`src/rtl/core/ps2_mouse_packet_tracker_defines.svh`:
```
// ----------------------------------------------------------------------------
// PS/2 mouse packet tracker: assertion macros
// Shared concurrent-assertion helpers, clocked on clk and disabled in reset.
// ----------------------------------------------------------------------------
`ifndef PS2_MOUSE_PACKET_TRACKER_DEFINES_SVH
`define PS2_MOUSE_PACKET_TRACKER_DEFINES_SVH

// Condition that must hold at every clock edge outside reset
`define PMT_ASSERT_ALWAYS(label, cond, msg) \
	label: assert property (@(posedge clk) disable iff (!arst_n) (cond)) else $error(msg);

// Consequent that must hold in the cycle after the antecedent
`define PMT_ASSERT_NEXT(label, ante, cons, msg) \
	label: assert property (@(posedge clk) disable iff (!arst_n) (ante) |=> (cons)) \
		else $error(msg);

`endif

```
`src/rtl/core/pmt_pkg.sv`:
```
// ----------------------------------------------------------------------------
// PS/2 mouse packet tracker: package
// Mode codes, command kinds, command record and fixed constants.
// ----------------------------------------------------------------------------
package pmt_pkg;

	// Input item kinds carried on s_tuser
	localparam logic [1:0] MODE_BYTE      = 2'd0;
	localparam logic [1:0] MODE_CLR_CHG   = 2'd1;
	localparam logic [1:0] MODE_CLR_LATCH = 2'd2;

	// Packet framing
	localparam int SYNC_BIT = 3;
	localparam logic [1:0] OVF_NONE = 2'b00;

	// Size register reset values
	localparam logic [12:0] DEF_WIDTH  = 13'd1024;
	localparam logic [12:0] DEF_HEIGHT = 13'd768;
	localparam int SIZE_BITS = 13;

	// Register addresses (byte addresses)
	localparam logic [2:0] ADDR_WIDTH  = 3'd0;
	localparam logic [2:0] ADDR_HEIGHT = 3'd4;

	// Command queue depth between front and back
	localparam int QUEUE_DEPTH = 2;

	typedef enum logic [1:0] {
		CMD_REPORT    = 2'd0,
		CMD_CLR_CHG   = 2'd1,
		CMD_CLR_LATCH = 2'd2,
		CMD_PACKET    = 2'd3
	} cmd_kind_t;

	typedef struct packed {
		cmd_kind_t   kind;
		logic [2:0]  buttons;
		logic [7:0]  dx;
		logic [7:0]  dy;
	} cmd_t;

	// Push request from the front to the queue
	typedef struct packed {
		logic valid;
		cmd_t cmd;
	} push_t;

endpackage

```
`src/rtl/core/pmt_front.sv`:
```
// ----------------------------------------------------------------------------
// PS/2 mouse packet tracker: front end
// Accepts input transactions, frames 3-byte packets and issues one command
// per transaction to the command queue.
// ----------------------------------------------------------------------------
module pmt_front (
	input  logic          clk,
	input  logic          arst_n,
	input  logic          in_valid,
	input  logic [1:0]    in_mode,
	input  logic [7:0]    in_byte,
	input  logic          q_full,
	output logic          in_ready,
	output pmt_pkg::push_t push
);

	typedef enum logic [2:0] {
		PH_SYNC = 3'b001,
		PH_DX   = 3'b010,
		PH_DY   = 3'b100
	} phase_t;

	phase_t      phase_q;
	logic [7:0]  first_q;
	logic [7:0]  dx_q;
	logic        accept;
	phase_t      phase_nxt;
	pmt_pkg::cmd_t cmd;

	assign in_ready = !q_full;
	assign accept   = in_valid && in_ready;

	// Classify the transaction and step the byte phase
	always_comb begin
		phase_nxt   = phase_q;
		cmd.kind    = pmt_pkg::CMD_REPORT;
		cmd.buttons = first_q[2:0];
		cmd.dx      = dx_q;
		cmd.dy      = in_byte;
		case (in_mode)
			pmt_pkg::MODE_CLR_CHG: begin
				cmd.kind = pmt_pkg::CMD_CLR_CHG;
			end
			pmt_pkg::MODE_CLR_LATCH: begin
				cmd.kind = pmt_pkg::CMD_CLR_LATCH;
			end
			pmt_pkg::MODE_BYTE: begin
				case (phase_q)
					PH_SYNC: begin
						if (in_byte[pmt_pkg::SYNC_BIT])
							phase_nxt = PH_DX;
					end
					PH_DX: begin
						phase_nxt = PH_DY;
					end
					PH_DY: begin
						phase_nxt = PH_SYNC;
						// drop packets with either overflow bit set
						if (first_q[7:6] == pmt_pkg::OVF_NONE)
							cmd.kind = pmt_pkg::CMD_PACKET;
					end
					default: begin
						phase_nxt = PH_SYNC;
					end
				endcase
			end
			default: begin
				cmd.kind = pmt_pkg::CMD_REPORT;
			end
		endcase
	end

	assign push.valid = accept;
	assign push.cmd   = cmd;

	// Hold packet bytes and phase
	always_ff @(posedge clk or negedge arst_n) begin
		if (!arst_n) begin
			phase_q <= PH_SYNC;
			first_q <= 8'd0;
			dx_q    <= 8'd0;
		end else if (accept && in_mode == pmt_pkg::MODE_BYTE) begin
			phase_q <= phase_nxt;
			if (phase_q == PH_SYNC && in_byte[pmt_pkg::SYNC_BIT])
				first_q <= in_byte;
			if (phase_q == PH_DX)
				dx_q <= in_byte;
		end
	end

endmodule

```
`src/rtl/core/pmt_queue.sv`:
```
// ----------------------------------------------------------------------------
// PS/2 mouse packet tracker: command queue
// Two-entry first-in first-out buffer between the front and the back end.
// ----------------------------------------------------------------------------
`include "ps2_mouse_packet_tracker_defines.svh"

module pmt_queue (
	input  logic           clk,
	input  logic           arst_n,
	input  pmt_pkg::push_t push,
	input  logic           pop,
	output logic           full,
	output logic           valid,
	output pmt_pkg::cmd_t  head
);

	localparam int PW = $clog2(pmt_pkg::QUEUE_DEPTH);
	localparam int CW = $clog2(pmt_pkg::QUEUE_DEPTH + 1);

	pmt_pkg::cmd_t entry_q [pmt_pkg::QUEUE_DEPTH];
	logic [PW-1:0] wr_ptr_q;
	logic [PW-1:0] rd_ptr_q;
	logic [CW-1:0] count_q;
	logic          do_push;
	logic          do_pop;

	assign full    = (count_q == CW'(pmt_pkg::QUEUE_DEPTH));
	assign valid   = (count_q != '0);
	assign head    = entry_q[rd_ptr_q];
	assign do_push = push.valid && !full;
	assign do_pop  = pop && valid;

	// Store pushed commands
	always_ff @(posedge clk) begin
		if (do_push)
			entry_q[wr_ptr_q] <= push.cmd;
	end

	// Advance pointers and occupancy
	always_ff @(posedge clk or negedge arst_n) begin
		if (!arst_n) begin
			wr_ptr_q <= '0;
			rd_ptr_q <= '0;
			count_q  <= '0;
		end else begin
			if (do_push)
				wr_ptr_q <= wr_ptr_q + PW'(1);
			if (do_pop)
				rd_ptr_q <= rd_ptr_q + PW'(1);
			if (do_push && !do_pop)
				count_q <= count_q + CW'(1);
			else if (do_pop && !do_push)
				count_q <= count_q - CW'(1);
		end
	end

	`PMT_ASSERT_ALWAYS(a_no_overfill, count_q <= CW'(pmt_pkg::QUEUE_DEPTH), "queue overfilled")
	`PMT_ASSERT_ALWAYS(a_no_push_full, !(push.valid && full), "push into full queue")
	`PMT_ASSERT_NEXT(a_count_up, do_push && !do_pop, count_q == $past(count_q) + CW'(1), "count did not rise")

endmodule

```
`src/rtl/core/pmt_back.sv`:
```
// ----------------------------------------------------------------------------
// PS/2 mouse packet tracker: back end
// Executes queued commands on the cursor, button and flag state, and holds
// the result transaction until the receiver takes it.
// ----------------------------------------------------------------------------
`include "ps2_mouse_packet_tracker_defines.svh"

module pmt_back #(
	parameter int COORD_BITS = 12
) (
	input  logic                  clk,
	input  logic                  arst_n,
	input  logic                  q_valid,
	input  pmt_pkg::cmd_t         q_head,
	output logic                  q_pop,
	input  logic [COORD_BITS-1:0] lim_x,
	input  logic [COORD_BITS-1:0] lim_y,
	output logic                  out_valid,
	input  logic                  out_ready,
	output logic [COORD_BITS-1:0] pos_x,
	output logic [COORD_BITS-1:0] pos_y,
	output logic [2:0]            buttons,
	output logic [2:0]            latch,
	output logic                  changed,
	output logic                  done
);

	localparam int VW = COORD_BITS + 2;

	logic [COORD_BITS-1:0] pos_x_q;
	logic [COORD_BITS-1:0] pos_y_q;
	logic [2:0]            btn_q;
	logic [2:0]            latch_q;
	logic                  chg_q;
	logic                  done_q;
	logic                  valid_q;
	logic signed [VW-1:0]  vx;
	logic signed [VW-1:0]  vy;
	logic [COORD_BITS-1:0] nx;
	logic [COORD_BITS-1:0] ny;
	logic                  moved;
	logic                  take_pkt;
	logic                  stall;

	// Take a command when the result slot is free or being emptied
	assign q_pop    = q_valid && (!valid_q || out_ready);
	assign take_pkt = q_pop && (q_head.kind == pmt_pkg::CMD_PACKET);
	assign stall    = valid_q && !out_ready;

	// Move and clamp both coordinates
	always_comb begin
		vx = $signed({2'b00, pos_x_q}) + $signed({{(VW-8){q_head.dx[7]}}, q_head.dx});
		vy = $signed({2'b00, pos_y_q}) - $signed({{(VW-8){q_head.dy[7]}}, q_head.dy});
		if (vx[VW-1])
			nx = '0;
		else if (vx[VW-2:0] > {1'b0, lim_x})
			nx = lim_x;
		else
			nx = vx[COORD_BITS-1:0];
		if (vy[VW-1])
			ny = '0;
		else if (vy[VW-2:0] > {1'b0, lim_y})
			ny = lim_y;
		else
			ny = vy[COORD_BITS-1:0];
		moved = (q_head.dx != 8'd0) || (q_head.dy != 8'd0) || (q_head.buttons != btn_q);
	end

	// Update state and load the result slot
	always_ff @(posedge clk or negedge arst_n) begin
		if (!arst_n) begin
			pos_x_q <= COORD_BITS'(pmt_pkg::DEF_WIDTH / 2);
			pos_y_q <= COORD_BITS'(pmt_pkg::DEF_HEIGHT / 2);
			btn_q   <= 3'd0;
			latch_q <= 3'd0;
			chg_q   <= 1'b0;
			done_q  <= 1'b0;
			valid_q <= 1'b0;
		end else begin
			if (q_pop) begin
				valid_q <= 1'b1;
				done_q  <= take_pkt;
				case (q_head.kind)
					pmt_pkg::CMD_CLR_CHG: begin
						chg_q <= 1'b0;
					end
					pmt_pkg::CMD_CLR_LATCH: begin
						latch_q <= 3'd0;
					end
					pmt_pkg::CMD_PACKET: begin
						pos_x_q <= nx;
						pos_y_q <= ny;
						latch_q <= latch_q | (q_head.buttons & ~btn_q);
						btn_q   <= q_head.buttons;
						if (moved)
							chg_q <= 1'b1;
					end
					default: ;
				endcase
			end else if (out_ready) begin
				valid_q <= 1'b0;
			end
		end
	end

	assign out_valid = valid_q;
	assign pos_x     = pos_x_q;
	assign pos_y     = pos_y_q;
	assign buttons   = btn_q;
	assign latch     = latch_q;
	assign changed   = chg_q;
	assign done      = done_q;

	`PMT_ASSERT_NEXT(a_stall_holds, stall, $stable({pos_x_q, done_q, latch_q}), "state moved in stall")
	`PMT_ASSERT_ALWAYS(a_x_bound, !take_pkt || nx <= lim_x, "x beyond limit")

endmodule

```
`src/rtl/core/ps2_mouse_packet_tracker.sv`:
```
// ----------------------------------------------------------------------------
// PS/2 mouse packet tracker: top level
// Assembles PS/2 mouse bytes into packets and tracks a clamped cursor.
// ----------------------------------------------------------------------------
// Input channel s_*: s_tuser carries the item kind (received byte, clear the
// changed flag, clear the press latch), s_tdata the mouse byte. Every input
// transaction yields exactly one result transaction on m_*, carrying cursor
// position, buttons, press latch, changed flag and a packet-done bit.
// An input transaction passes through the command queue and then the result
// register before it shows on m_tvalid. Throughput is one item per cycle
// while m_tready stays high.
// When m_tready is low the result register holds and the two-entry command
// queue fills; s_tready drops once it is full and rises as soon as the
// receiver takes a result.
// Reset puts the cursor at 512,384, clears buttons, latch, flag and packet
// framing, and loads the size registers with 1024 and 768. APB writes screen
// width at address 0 and height at 4; the user must write only while idle (not enforced).
// ----------------------------------------------------------------------------
module ps2_mouse_packet_tracker #(
	parameter int COORD_BITS = 12
) (
	input  logic        clk,
	input  logic        arst_n,
	// APB configuration
	input  logic        psel,
	input  logic        penable,
	input  logic        pwrite,
	input  logic [2:0]  paddr,
	input  logic [31:0] pwdata,
	output logic [31:0] prdata,
	output logic        pready,
	// input stream
	input  logic        s_tvalid,
	output logic        s_tready,
	input  logic [7:0]  s_tdata,   // [7:0] rx_byte
	input  logic [1:0]  s_tuser,   // [1:0] mode
	// result stream
	output logic        m_tvalid,
	input  logic        m_tready,
	// from bit 0: cursor_x, cursor_y, button_state, press_latch,
	// changed_flag, packet_done, zero fill
	output logic [((2*COORD_BITS+8+7)/8)*8-1:0] m_tdata
);

	localparam int TDATA_W = ((2 * COORD_BITS + 8 + 7) / 8) * 8;
	localparam int RES_W   = 2 * COORD_BITS + 8;

	logic [pmt_pkg::SIZE_BITS-1:0] width_q;
	logic [pmt_pkg::SIZE_BITS-1:0] height_q;
	logic [COORD_BITS-1:0]         lim_x_q;
	logic [COORD_BITS-1:0]         lim_y_q;
	logic                          wr_en;

	pmt_pkg::push_t push;
	pmt_pkg::cmd_t  head;
	logic           q_full;
	logic           q_valid;
	logic           q_pop;

	logic [COORD_BITS-1:0] pos_x;
	logic [COORD_BITS-1:0] pos_y;
	logic [2:0]            buttons;
	logic [2:0]            latch;
	logic                  changed;
	logic                  done;

	// Largest coordinate for a given size
	function automatic logic [COORD_BITS-1:0] limit_of(input logic [pmt_pkg::SIZE_BITS-1:0] size);
		logic [31:0] m;
		logic [31:0] cmax;
		cmax = (32'd1 << COORD_BITS) - 32'd1;
		m    = (size == '0) ? 32'd0 : {19'd0, size} - 32'd1;
		if (m > cmax)
			m = cmax;
		return m[COORD_BITS-1:0];
	endfunction

	// Configuration registers
	assign pready = 1'b1;
	assign wr_en  = psel && penable && pwrite && pready;

	always_ff @(posedge clk or negedge arst_n) begin
		if (!arst_n) begin
			width_q  <= pmt_pkg::DEF_WIDTH;
			height_q <= pmt_pkg::DEF_HEIGHT;
			lim_x_q  <= limit_of(pmt_pkg::DEF_WIDTH);
			lim_y_q  <= limit_of(pmt_pkg::DEF_HEIGHT);
		end else if (wr_en) begin
			if (paddr[2] == pmt_pkg::ADDR_HEIGHT[2]) begin
				height_q <= pwdata[pmt_pkg::SIZE_BITS-1:0];
				lim_y_q  <= limit_of(pwdata[pmt_pkg::SIZE_BITS-1:0]);
			end else begin
				width_q <= pwdata[pmt_pkg::SIZE_BITS-1:0];
				lim_x_q <= limit_of(pwdata[pmt_pkg::SIZE_BITS-1:0]);
			end
		end
	end

	// Read back the size registers
	always_comb begin
		case (paddr)
			pmt_pkg::ADDR_WIDTH:  prdata = 32'(width_q);
			pmt_pkg::ADDR_HEIGHT: prdata = 32'(height_q);
			default:              prdata = 32'd0;
		endcase
	end

	pmt_front u_front (
		.clk      (clk),
		.arst_n   (arst_n),
		.in_valid (s_tvalid),
		.in_mode  (s_tuser),
		.in_byte  (s_tdata),
		.q_full   (q_full),
		.in_ready (s_tready),
		.push     (push)
	);

	pmt_queue u_queue (
		.clk    (clk),
		.arst_n (arst_n),
		.push   (push),
		.pop    (q_pop),
		.full   (q_full),
		.valid  (q_valid),
		.head   (head)
	);

	pmt_back #(
		.COORD_BITS (COORD_BITS)
	) u_back (
		.clk       (clk),
		.arst_n    (arst_n),
		.q_valid   (q_valid),
		.q_head    (head),
		.q_pop     (q_pop),
		.lim_x     (lim_x_q),
		.lim_y     (lim_y_q),
		.out_valid (m_tvalid),
		.out_ready (m_tready),
		.pos_x     (pos_x),
		.pos_y     (pos_y),
		.buttons   (buttons),
		.latch     (latch),
		.changed   (changed),
		.done      (done)
	);

	// Pack the result transaction
	logic [RES_W-1:0] res;
	assign res     = {done, changed, latch, buttons, pos_y, pos_x};
	assign m_tdata = TDATA_W'(res);

endmodule

```
`config.mk`:
```
export PLATFORM = sky130hd
export DESIGN_NAME = ps2_mouse_packet_tracker
export DESIGN_NICKNAME = d
export VERILOG_FILES = /design/src/rtl/core/pmt_pkg.sv /design/src/rtl/core/pmt_front.sv /design/src/rtl/core/pmt_queue.sv /design/src/rtl/core/pmt_back.sv /design/src/rtl/core/ps2_mouse_packet_tracker.sv
export VERILOG_INCLUDE_DIRS = /design/src /design/src/rtl/core
export SDC_FILE = /design/constraint.sdc
export NUM_CORES = 1
export LEC_CHECK = 0
export ABC_AREA = 1
export BUFFER_PORTS_ARGS = -buffer_cell sky130_fd_sc_hd__buf_2
export CAP_MARGIN = 20
export CORE_MARGIN = 2
export CORE_UTILIZATION = 25
export DETAILED_ROUTE_END_ITERATION = 10
export PLACE_DENSITY = 0.38
export SYNTH_ARGS = -nofsm -noshare
export SYNTH_HDL_FRONTEND = slang
export SYNTH_HIERARCHICAL = 1
export SYNTH_SLANG_ARGS = --single-unit
```
`constraint.sdc`:
```
create_clock -name clk -period 3.61 [get_ports clk]
set_input_delay 0.361 -clock clk [delete_from_list [all_inputs] [get_ports clk]]
set_output_delay 0.361 -clock clk [all_outputs]
set_load 0.005 [all_outputs]
```
Word level (Yosys, flattened, before mapping)
Memory sizes are Yosys's and may differ from the RTL's.
Cells that the tools add are included.

word-level totals
  register bits = 106
  memory bits (writable) = 42
  input port bits = 52
  output and inout bits = 67
  word-level logic and storage cells = 103
  memories kept = 1

memory list
  memory           words  bits a word  rd ports  clocked after Yosys merged registers in  write ports  RTL line         text
  u_queue.entry_q  2      21           1         0                                        1            pmt_queue.sv:20  pmt_pkg::cmd_t entry_q [pmt_pkg::QUEUE_DEPTH];

operators by class
  add/subtract/negate cells = 7
  magnitude comparators = 3
  bitwise logic cells = 4
  multiplexer cells = 21
  eq/ne operators = 13
  reductions and logical operators = 37

operators by type and width
  cell                                                             number
  two-way mux 12 bit                                               5
  greater-than comparator 32 x 12 -> 1 bit, second input constant  1
  two-way mux 32 bit                                               1
  greater-than comparator 13 x 12 -> 1 bit                         2
  one-hot mux 13 bit (2 select lines)                              1
  nonzero test 8 bit                                               2
  adder 13 x 8 -> 14 bit                                           1
  subtractor 13 x 1 -> 14 bit, second input constant               1
  subtractor 13 x 8 -> 14 bit                                      1
  logical NOT 13 bit                                               1
  one-hot mux 3 bit (2 select lines)                               2
  AND reduction 2 bit                                              6
  logical AND 1 bit                                                11
  nonzero test 2 bit                                               5
  == test 2 bit, second input constant                             4
  two-way mux 2 bit                                                4
  == test 3 bit, second input constant                             2
  one-hot mux 2 bit (3 select lines)                               1
  AND reduction 3 bit                                              2
  two-way mux 1 bit                                                5
  == test 2 x 1 -> 1 bit, second input constant                    2
  logical NOT 1 bit                                                4
  logical NOT 2 bit                                                2
  bitwise AND 3 bit                                                1
  15 further kinds                                                 18

Longest topological paths before layout
  word-level depth = 8
  mapped depth = 26
  depth with buffers taken out = 25

Hierarchy
Netlist, hierarchy kept.

by module, submodules not included
  module                    cells an instance  area an instance (um2)  instances
  pmt_back                  595                3,849.9                 1
  ps2_mouse_packet_tracker  362                2,824.0                 1
  pmt_queue                 141                1,752.9                 1
  pmt_front                 95                 842.1                   1

Worst setup path before layout
OpenSTA, ideal clock, no wires.

  path kind = register to register
  from = register u_queue.rd_ptr_q
  to = register u_back.pos_x_q[10] (netlist: u_back/pos_x[10])
  setup slack = 274 ps
  path buffers = 2
  setup time = 119 ps
  arrival time = 3,218 ps
  period minus slack after synthesis = 3,336 ps
  cell stages (with the launch flop) = 24
  path through = dfrtp_1 > inv_2 > buf_2 > nand2_1 > nand2_1 > ha_1 > inv_1 > fa_1 > o21ai_2 > nand2_1 > nand2_1 > xnor2_1 > inv_1 > ha_1 > a21oi_1 > o21a_1 > nand2_1 > nand2_1 > nand2_1 > nand2_1 > clkbuf_1 > nand4_1 > nand4_1 > nand2_1

RTL lines
  element                 RTL line         text
  from (decl)             pmt_queue.sv:22  logic [PW-1:0] rd_ptr_q;
  from (signal assigned)  pmt_queue.sv:49  rd_ptr_q <= rd_ptr_q + PW'(1);
  to (signal assigned)    pmt_back.sv:72   pos_x_q <= COORD_BITS'(pmt_pkg::DEF_WIDTH / 2);
  to (signal assigned)    pmt_back.sv:91   pos_x_q <= nx;
  to (decl)               pmt_back.sv:30   logic [COORD_BITS-1:0] pos_x_q;

==> impl_metrics.tcl <==
set metrics [dict create \
    hold_buffers 0 \
    netlist_area_um2 9269 \
    ys_types 44 \
    cp_cell_sequence "buf_6 > buf_8 > nand2_1 > nand2_2 > ha_2 > inv_1 > fa_2 > buf_4 > nand3b_1 > nand3_1 > nand2_1 > nand2_1 > inv_1 > ha_1 > a21o_1 > a21oi_2 > nand2_2 > nand2_4 > nand3_4 > nand2_2 > nand4_1 > nand2_1" \
    p_seq_share_pct 22.0 \
    cts_max_level 4 \
    fmax_mhz 294.9 \
    final_common_cell "nand2_1" \
    cp-end-kind "flip-flop" \
    track_usage_pct 13.81 \
    period_share_pct 93.94 \
    port_buffers 79 \
    grt_pass1_vias 7443 \
    cts.sinks 145 \
    cp_common_cell "nand2_1" \
    fillers 3957 \
    drtPass1Iterations 6 \
    swShare_pct 46.08 \
    cp.required_ns 3.98 \
    avgSynthCellArea_um2 7.769 \
    cp_top_family "simple AND/OR/NAND/NOR gates" \
    post-route-util_pct 31.35 \
    wl_met3_um 949 \
    yosys_most_used_dff "dfrtp_1" \
    gp_congestion 0.7929 \
    synthTopCellsByArea "dfrtp_1, nand2_1, edfxtp_1, ha_1, dfstp_2" \
    crit_path_top_delay_cell "dfrtp_2" \
    cellPowerDensity_nw_per_um2 1037 \
    synth_top_area_share_pct 20.79 \
    clk_latency_ns 0.44 \
    maxCapViolCount 0 \
    hold_path_class "primary input to async pin" \
    num_vias 7707 \
    cts.clk_slew.worst_paths_ns 0.07 \
    p_int_w 0.006400 \
    grt_max_degree 60 \
    yosys_warnings 6 \
    dpl.hpwl_um 19600 \
    start_util_pct 25.38 \
    coreArea_um2 36520 \
    grt.overflow.total 0 \
    yosys_register_bits 145 \
    path_class "flip-flop to flip-flop" \
    ioPinCount 119 \
    n_antenna_cell 0 \
    dpl_worst_slack_ns -0.0009071 \
    placed_area_um2 10280 \
    startpoint_type "flip-flop" \
    worstMarginPinSlew_ns 0.9473 \
    syn_inst 1193 \
    dr.max_layer_used "met4" \
    slew_violations 0 \
    p_clk_share_pct 15.3 \
    yosysSeqAreaShare_pct 41.77 \
    wire_per_inst_um 14.73 \
    synth-edff-count 42 \
    p_comb_share_pct 62.6 \
    setup_viol 0 \
    outcome "finished clean" \
    power_switching_w 0.005470 \
    vias_per_cell 4.318 \
    nNetsFinal 1414 \
    area_growth_pct 23.52 \
    async_reset_ff_share_pct 71.03 \
    cp_max_fo 9 \
    critPathBufInv 5 \
    root_buffer "clkbuf_16" \
    final_cell_mix "nand2_1, inv_1, nand3_1" \
    fin_crit_ns 3.391 \
    arrival_ns 3.76 \
    cts_buffers 17 \
    vdd_drop_max_mv 0.3822 \
    antenna_left 0 \
    drt_iter0_markers 468 \
    met1_length_um 12620 \
    slew_headroom_pct 36.78 \
    grt_pass1_wl_um 41360 \
    die_y_um 196.6 \
    wirelength_um 26290 \
    clockBufferDepth 2 \
    dieWidth_um 196.6 \
    drive_above_1_share_pct 24.83 \
    route.detailed.drc 0 \
    die-area_um2 38630 \
    wl_met2_um 12450 \
    final_area_um2 11450 \
    skew_ns 0.01169 \
    rows 70 \
    p_leak_nw 5.758 \
    hold_viol 0 \
    cts_tree "built" \
    antenna_found_initial 0 \
    slowest_delay_ns 0.43 \
    fin_ws_ns 0.2188 \
    yosys.area.top_type "dfrtp_1" \
    rsz0062_at_grt "true" \
]
[cell type report]
class | count | area (µm²) | share of cell area, %
clock inverters | 15 | 168.9 | 1.475
repair buffers | 141 | 919.6 | 8.033
multi-input cells | 854 | 4927 | 43.04
clock buffers | 17 | 425.4 | 3.716
inverters | 145 | 549.3 | 4.798
flip-flops and latches | 145 | 3872 | 33.83
well taps | 468 | 585.6 | 5.115
[state kept, by name, summed over array words and instances (netlist names)]
signal / count
u_back/changed: 1
u_back/pos_x: 12
height_q: 13
u_queue/rd_ptr_q: 1
u_queue/count_q: 2
lim_y_q: 12
width_q: 13
u_queue/wr_ptr_q: 1
u_back/buttons: 3
u_back/latch: 3
u_queue/entry_q: 42
u_front/first_q: 5
u_back/pos_y: 12
u_front/dx_q: 8
lim_x_q: 12
u_front/phase_q: 3
u_back/out_valid: 1
u_back/done: 1
[path summary, 6_finish.rpt]
path | from | endpoint | slack (ns) | cells past startpoint
max | u_queue/rd_ptr_q | u_back/pos_x[6] | 0.22 | 22
max reg2reg | u_queue/rd_ptr_q | u_back/pos_x[6] | 0.22 | 22
min | arst_n | height_q[1] | 0.02 | 1
max in group asynchronous | arst_n | u_front/phase_q[0] | 2.75 | 2
min reg2reg | lim_x_q[5] | lim_x_q[5] | 0.47 | 2
min in group clk | s_tdata[3] | u_queue/entry_q[1][3] | 0.12 | 1
[per-layer routing]
metal	up-vias	global-route usage (%)
met5	-	0
met4	0	3.872
met3	11	2.584
met2	129	22.59
met1	3547	18.64
li1	4020	-
[metrics by stage]
step                      hold slack, ns    TNS (ns)  total power (W)  cells
after global routing             0.09793    -0.05053          0.01305   1785
final                            0.02114           0          0.01187   1785
after CTS                        0.05989  -0.0006724          0.01082   1774
after detailed placement          0.4571  -0.0009071         0.008852   1742
after global placement            0.4556     -0.1086         0.008835   1741
after floorplan                  0.06541           0         0.006799   1211
[cell usage after synthesis, types with 3 or more instances]
master and count:
a21oi_1 25, buf_2 14, buf_4 35, buf_6 6
clkbuf_1 13, dfrtp_1 77, dfstp_2 26, edfxtp_1 42
ha_1 56, inv_1 134, inv_2 11, nand2_1 423
nand2_2 9, nand3_1 93, nand3_2 18, nand3b_1 3
nand4_1 50, nor2_1 50, nor2_2 8, nor2_4 3
nor3_1 5, o21ai_0 36, o21ai_1 12, xnor2_1 7
xor2_1 10
[kinds of logic after synthesis]
| group | count (synthesis) | synth area share, % |
|---|---|---|
| AO/OA/AOI/OAI | 85 | 4.995 |
| XOR/XNOR | 18 | 1.782 |
| adder cells (fa/ha/maj) | 58 | 7.991 |
| buffers and inverters | 214 | 10.93 |
| flip-flops | 145 | 41.77 |
| other | 2 | 0.08102 |
| AND/OR/NAND/NOR | 671 | 32.45 |
[power groups by stage]
stage	clock (W)	sequential (W)	combinational, W
after CTS	0.00188	0.00260	0.00634
after detailed placement	0	0.00263	0.00623
after global routing	0.00195	0.00269	0.00841
after floorplan	0	0.00254	0.00426
final	0.00182	0.00262	0.00743
after global placement	0	0.00263	0.00621
[repair_timing]
item | in CTS | in global routing
cloned | 0 | 5
gates resized for setup | 5 | 91
setup buffers | 0 | 6
endpoints found under the setup margin | 12 | 24
pin swaps | 1 | 28
endpoints found under the hold margin | 0 | 0
(Power assumes the default switching activity.)
